<file path="config.mk">
export PLATFORM = sky130hd
export DESIGN_NAME = pvc_cfg
export DESIGN_NICKNAME = d
export VERILOG_FILES = /design/src/rtl/core/assert_macros.svh /design/src/rtl/core/pvc_pkg.sv /design/src/rtl/core/pvc_cfg.sv
export SDC_FILE = /design/constraint.sdc
export NUM_CORES = 1
export LEC_CHECK = 0
export BUFFER_PORTS_ARGS = -buffer_cell sky130_fd_sc_hd__buf_2
export CAP_MARGIN = 10
export CORE_UTILIZATION = 53
export CTS_CLUSTER_SIZE = 8
export DETAILED_ROUTE_END_ITERATION = 7
export PLACE_DENSITY_LB_ADDON = 0.2
export SYNTH_ARGS = -nofsm -noshare
export SYNTH_HDL_FRONTEND = slang
export SYNTH_SLANG_ARGS = --single-unit
export TNS_END_PERCENT = 5
</file>
<file path="constraint.sdc">
create_clock -name clk -period 4.4 [get_ports clk]
set_clock_uncertainty 0.15 [all_clocks]
set_input_delay 0.66 -clock clk [delete_from_list [all_inputs] [get_ports clk]]
set_output_delay 0.66 -clock clk [all_outputs]
set_load 0.01 [all_outputs]
</file>
<file path="src/rtl/core/assert_macros.svh">
// ----------------------------------------------------------------------------
// assert_macros.svh
// Assertion macros used by the plane/volume classifier RTL.
// ----------------------------------------------------------------------------
`ifndef ASSERT_MACROS_SVH
`define ASSERT_MACROS_SVH
`ifndef SYNTHESIS
// Checked on every clock edge outside reset.
`define PVC_ASSERT(lbl, prop) \
    lbl: assert property (@(posedge clk) disable iff (!rst_n) prop) \
        else $error("pvc: assertion failed");
// Checked on every clock edge, reset included.
`define PVC_ASSERT_RST(lbl, prop) \
    lbl: assert property (@(posedge clk) prop) \
        else $error("pvc: reset assertion failed");
`else
`define PVC_ASSERT(lbl, prop)
`define PVC_ASSERT_RST(lbl, prop)
`endif
`endif

</file>
<file path="src/rtl/core/pvc_pkg.sv">
// ----------------------------------------------------------------------------
// pvc_pkg
// Shared types and constants of the plane/volume classifier.
// ----------------------------------------------------------------------------
`default_nettype none

package pvc_pkg;

    localparam int FRAC_BITS = 16;

    localparam logic OP_BOX    = 1'b0;
    localparam logic OP_SPHERE = 1'b1;

    localparam logic [1:0] REL_FRONT = 2'd0;
    localparam logic [1:0] REL_BACK  = 2'd1;
    localparam logic [1:0] REL_INTER = 2'd2;

    localparam logic [1:0] REG_NORMAL_X = 2'd0;
    localparam logic [1:0] REG_NORMAL_Y = 2'd1;
    localparam logic [1:0] REG_NORMAL_Z = 2'd2;
    localparam logic [1:0] REG_OFFSET   = 2'd3;

    // Stage enables of the dot-product pipeline
    typedef struct packed {
        logic en_a;
        logic en_b;
        logic en_c;
    } pvc_pipe_en_t;

endpackage

`default_nettype wire

</file>
<file path="src/rtl/core/pvc_cfg.sv">
// ----------------------------------------------------------------------------
// pvc_cfg
// APB register file holding the plane normal and offset.
// ----------------------------------------------------------------------------
`default_nettype none

module pvc_cfg
    import pvc_pkg::*;
#(
    parameter int COORD_BITS = 32,
    parameter int DATA_W     = 32,
    parameter int ADDR_W     = 4
)
(
    input  wire logic                         clk,
    input  wire logic                         rst_n,
    input  wire logic                         psel,
    input  wire logic                         penable,
    input  wire logic                         pwrite,
    input  wire logic [ADDR_W-1:0]            paddr,
    input  wire logic [DATA_W-1:0]            pwdata,
    output logic      [DATA_W-1:0]            prdata,
    output logic signed [COORD_BITS-1:0]      normal_x,
    output logic signed [COORD_BITS-1:0]      normal_y,
    output logic signed [COORD_BITS-1:0]      normal_z,
    output logic signed [COORD_BITS-1:0]      plane_offset
);

    localparam int ALIGN = ADDR_W - 2;

    logic [1:0]            idx;
    logic                  wr_en;
    logic [COORD_BITS-1:0] nx_reg, ny_reg, nz_reg, off_reg;
    logic [COORD_BITS-1:0] rd_val;

    assign idx   = paddr[ADDR_W-1:ALIGN];
    assign wr_en = psel && penable && pwrite;

    always_ff @(posedge clk or negedge rst_n)
    begin
        if (!rst_n)
        begin
            nx_reg  <= '0;
            ny_reg  <= '0;
            nz_reg  <= '0;
            off_reg <= '0;
        end
        else if (wr_en)
        begin
            case (idx)
                REG_NORMAL_X: nx_reg  <= pwdata[COORD_BITS-1:0];
                REG_NORMAL_Y: ny_reg  <= pwdata[COORD_BITS-1:0];
                REG_NORMAL_Z: nz_reg  <= pwdata[COORD_BITS-1:0];
                REG_OFFSET:   off_reg <= pwdata[COORD_BITS-1:0];
                default:      ;
            endcase
        end
    end

    always_comb
    begin
        case (idx)
            REG_NORMAL_X: rd_val = nx_reg;
            REG_NORMAL_Y: rd_val = ny_reg;
            REG_NORMAL_Z: rd_val = nz_reg;
            REG_OFFSET:   rd_val = off_reg;
            default:      rd_val = '0;
        endcase
    end

    assign prdata       = DATA_W'(rd_val);
    assign normal_x     = $signed(nx_reg);
    assign normal_y     = $signed(ny_reg);
    assign normal_z     = $signed(nz_reg);
    assign plane_offset = $signed(off_reg);

endmodule

`default_nettype wire

</file>
# == After elaboration in Yosys (flattened, before gate mapping) ==
# Cells that the tools add are included.
# Widths: inputs -> output; s select.
# word_totals
register_bits,128
input_bits,41
output_inout_bits,160
word_cells,15
# classes
eq_ne,3
mux,1
n_reduce_logical,7
# ops
cell,n
$pmux 32 s4,1
$reduce_and 2->1,4
$eq 2x2->1 const B,2
$eq 2x1->1 const B,1
$logic_and 1x1->1,2
$logic_not 2->1,1

# == Logic depth before layout (Yosys ltp) ==
# depth
word_depth,3
mapped_depth,6
ltp_nobuf,3

# == Least setup slack after synthesis ==
# No wires, ideal clock.
# synth_timing
path_type,input-to-output
startpoint,input port paddr[2]
endpoint,output port prdata[0]
arrival_ns,1.661
required_time_ns,3.590
slack_ns,1.929
stages,3
path_buffers,2
cell_sequence,buf_4 buf_2 mux4_2
# synth_between
elab_chain_cells,2
word_cells_on_any_way,5
classes_between,3 x eq/ne; 1 x mux; 1 x reduce/logical
# synth_rtl
element,line,source
"start, declared",pvc_cfg.sv:20,"input wire logic [ADDR_W-1:0] paddr,"
$eq 2x2->1 (tied with other cells),pvc_cfg.sv:62,case (idx)
$pmux 32 s4 *,pvc_cfg.sv:62,
"end, declared",pvc_cfg.sv:22,"output logic [DATA_W-1:0] prdata,"
# Every way passes the cells marked *; elsewhere a longest branch is shown, timed or not.

# == Final worst setup path ==
# layout_timing
startpoint,input port paddr[2]
endpoint,output port prdata[22]
# Same word-level chain as after synthesis.

==> results.md <==
| Item | Reported |
|:---|:---|
| Count of distinct cell types in the synthesized netlist | 16 |
| Number of antenna repair diodes | 0 |
| Measured slew at the worst slew-check pin | 908 ps |
| Global-route wire length before repair | 20.4 mm |
| Placed Area | 6760 sq um |
| Number of failing hold endpoints at the final stage | 0 |
| Data required time at the worst endpoint | 3590 ps |
| Count of input and output buffers | 198 |
| Synth area leader | sky130_fd_sc_hd__dfrtp_1 |
| Clock tree buffer depth | 2 |
| Count of unresolved DRC violations after routing | 0 |
| Count of vias placed by the detailed router | 3698 |
| Final-report max-slew violation count | 0 |
| H-tree level count | 4 |
| Number of antenna violations at the first check in global routing | 0 |
| TritonCTS clock tree | built |
| Number of gates resized after cts | 0 |
| Minimum period implied by the final worst setup slack | 3180 ps |
| Register clock-pin slew on the reported worst setup and hold paths | 60 ps |
| Path type of the worst setup path | input pin to output pin |
| Max-Slew Margin vs Limit | 39.5% |
| Overall die area | 11100 sq um |
| Setup repair after global routing missed its margin | no |
| Most frequently used cell type in the post-synthesis netlist | sky130_fd_sc_hd__dfrtp_1 |
| Final net count | 560 |
| Slowest cell on the critical path | sky130_fd_sc_hd__mux4_2 |
| Number of flops mapped to enable cells by yosys | 0 |
| Number of maximum-capacitance constraint violations | 0 |
| CP Launch Type | input pin |
| Drt wl/cell | 19.2 microns |
| Half-perimeter wire length of the detailed placement result | 8.56 mm |
| Clock sinks | 128 |
| Layout area overhead | 30.2% |
| Min-Delay Path Class | input pin to asynchronous set/reset pin |
| DR pass1 iterations | 4 |
| Flop-to-flop setup slack | 3410 ps |
| Final period utilization | 72.4% |
| Synthesized instance count | 317 |
| Site row count | 37 |
| Num CTS Buffers | 17 |
| Flip-flop and latch count after synthesis | 128 |
| Effective utilization at floorplan | 54.7% |
| CP endpoint kind | output pin |
| Maximum fanout along the worst path | 19 |
| Routed WL | 12.9 mm |
| Core footprint | 10300 sq um |
| CTS Root Cell | sky130_fd_sc_hd__clkbuf_8 |
| Register area share after synthesis | 56.7% |
| Setup slack of the critical path after layout | 1220 ps |
| Most used DFF post-synth | sky130_fd_sc_hd__dfrtp_1 |
| DIE HEIGHT | 105 microns |
| Non-Filler Cell Area, Final | 7350 sq um |
| Synth warn | 0 |
| Worst-skew pair later-pin latency | 500 ps |
| Area share of the largest cell type after synthesis | 56.7% |
| Critical path cell sequence | buf_2 -> buf_4 -> mux4_2 -> buf_2 |
| Power per standard cell area | 561 nW/um^2 |
| Number of cells on the worst reg-to-reg path | 1 |
| Iteration-0 DRC Markers | 119 |
| Top cell types by occurrence after synthesis | 128 x sky130_fd_sc_hd__dfrtp_1, 90 x sky130_fd_sc_hd__mux2_2, 32 x sky130_fd_sc_hd__mux4_2 |
| Mean number of vias per cell | 5.54 |
| Achievable frequency | 314 MHz |
| Post-synth ARST share | 100% |
| Maximum vdd drop | 0.000326 V |
| Antenna violation net count after detailed routing | 0 |
| Mapped Nets | 358 |
| Number of hold buffers added after CTS | 0 |
| CP dominant cell by count | sky130_fd_sc_hd__buf_2 |
| Dominant cells by area after synthesis | sky130_fd_sc_hd__dfrtp_1 57%, sky130_fd_sc_hd__mux2_2 18%, sky130_fd_sc_hd__mux4_2 13% |
| Overflow left after global routing | 0 |
| Die width | 105 microns |
| Largest stage delay on the critical path | 560 ps |
| Minimum setup slack after placement | 1170 ps |
| Number of global-route vias before repair | 3720 |
| Standby leakage power | 0.00367 uW |
| Average size of a mapped cell | 17.8 sq um |
| I/O pin cnt | 201 |
| Outcome | finished clean |
| Signal arrival time at the worst endpoint | 2370 ps |
| Overall track demand over capacity in global routing | 24.4% |
| Critical path capture point | prdata[22] |
| Startpoint of the most critical setup path | paddr[2] |
| Beginning of the worst register-to-register path | plane_offset[8] |
| Setup-failing EPs final | 0 |
| Largest net degree at the start of global routing | 74 |
| Routability-driven placement congestion ratio | 0.761 |
| End of the worst register-to-register path | plane_offset[8] |
| Setup TNS after final layout | 0 ps |
| Setup bufs post-CTS | 0 |
| Fraction of layout instances using a drive strength above 1 | 73.5% |
| Mapped cell area | 5650 sq um |
## layer usage
layer / vias up / part of all wire, % / GRT usage [%]
met5: - / 0 / 0
met4: 0 / 1.4 / 7.24
met3: 13 / 6.1 / 6.43
met2: 144 / 50 / 39.4
met1: 1942 / 43 / 32.8
li1: 1599 / - / -
## cells in the final DEF, fill, tap and decap left out
cell                           n
sky130_fd_sc_hd__clkinv_2      4
sky130_fd_sc_hd__clkbuf_8      3
sky130_fd_sc_hd__clkinv_4      2
sky130_fd_sc_hd__mux2_1        8
sky130_fd_sc_hd__buf_4         7
sky130_fd_sc_hd__inv_2         1
sky130_fd_sc_hd__dfrtp_1     128
sky130_fd_sc_hd__or2_2         1
sky130_fd_sc_hd__nor2_4        1
sky130_fd_sc_hd__mux2_2       90
sky130_fd_sc_hd__buf_12        1
sky130_fd_sc_hd__or3_2         1
sky130_fd_sc_hd__nand4_1       1
sky130_fd_sc_hd__clkbuf_1      3
sky130_fd_sc_hd__clkbuf_16    16
sky130_fd_sc_hd__mux2_4       30
sky130_fd_sc_hd__bufinv_16     3
sky130_fd_sc_hd__nor3_4        1
sky130_fd_sc_hd__mux4_2       32
sky130_fd_sc_hd__nand3_1       1
sky130_fd_sc_hd__buf_2       197
sky130_fd_sc_hd__clkinvlp_4    1
## flip-flops by register name (all words and copies together) (netlist names)
register      count
normal_z         32
normal_x         32
plane_offset     32
normal_y         32
## worst max-delay path, delay by kind of cell
family | cells | cell delay (ps)
buffers and inverters | 3 | 1130
muxes | 1 | 560
## power by group
group	leakage [uW]	total, uW	switching (uW)	internal, uW
combinational	0.00181	1070	472	601
sequential	0.00157	1670	216	1450
clock	0.000289	1380	486	890
## layout make-up
type	count	area, sq um
clock buffers	22	453
clock inverters	10	135
fillers	690	2970
inverters	1	3.75
multi-input cells	166	2330
flip-flops and latches	128	3200
well taps	136	170
repair buffers	205	1060
## per-stage QoR
step / utilization (%) / hold WS [ps] / power, uW / std cells
after floorplan: - / 214 / 2260 / 317
after global placement: 65.5 / 335 / 2730 / 636
after detailed placement: 65.5 / 348 / 2760 / 636
after CTS: 71.2 / 150 / 4160 / 668
after global routing: 71.2 / 190 / 4310 / 668
final: 71.2 / 129 / 4120 / 668
## cells by family after synthesis
logic type	after synthesis	share of synthesized area (%)
muxes	160	40.3
DFF	128	56.7
and+or+nand+nor	6	0.665
buffers and inverters	23	2.35
## how the worst min path moves through the flow
stage	depth (start not counted)	to	slack, ps
3_3_place_gp	1	normal_x[26]	330
5_1_grt	1	normal_x[17]	190
3_5_place_dp	1	normal_x[26]	350
2_1_floorplan	0	normal_x[0]	210
6_report	1	normal_x[17]	130
4_1_cts	1	normal_x[17]	150
Power figures use the tool's default switching activity.
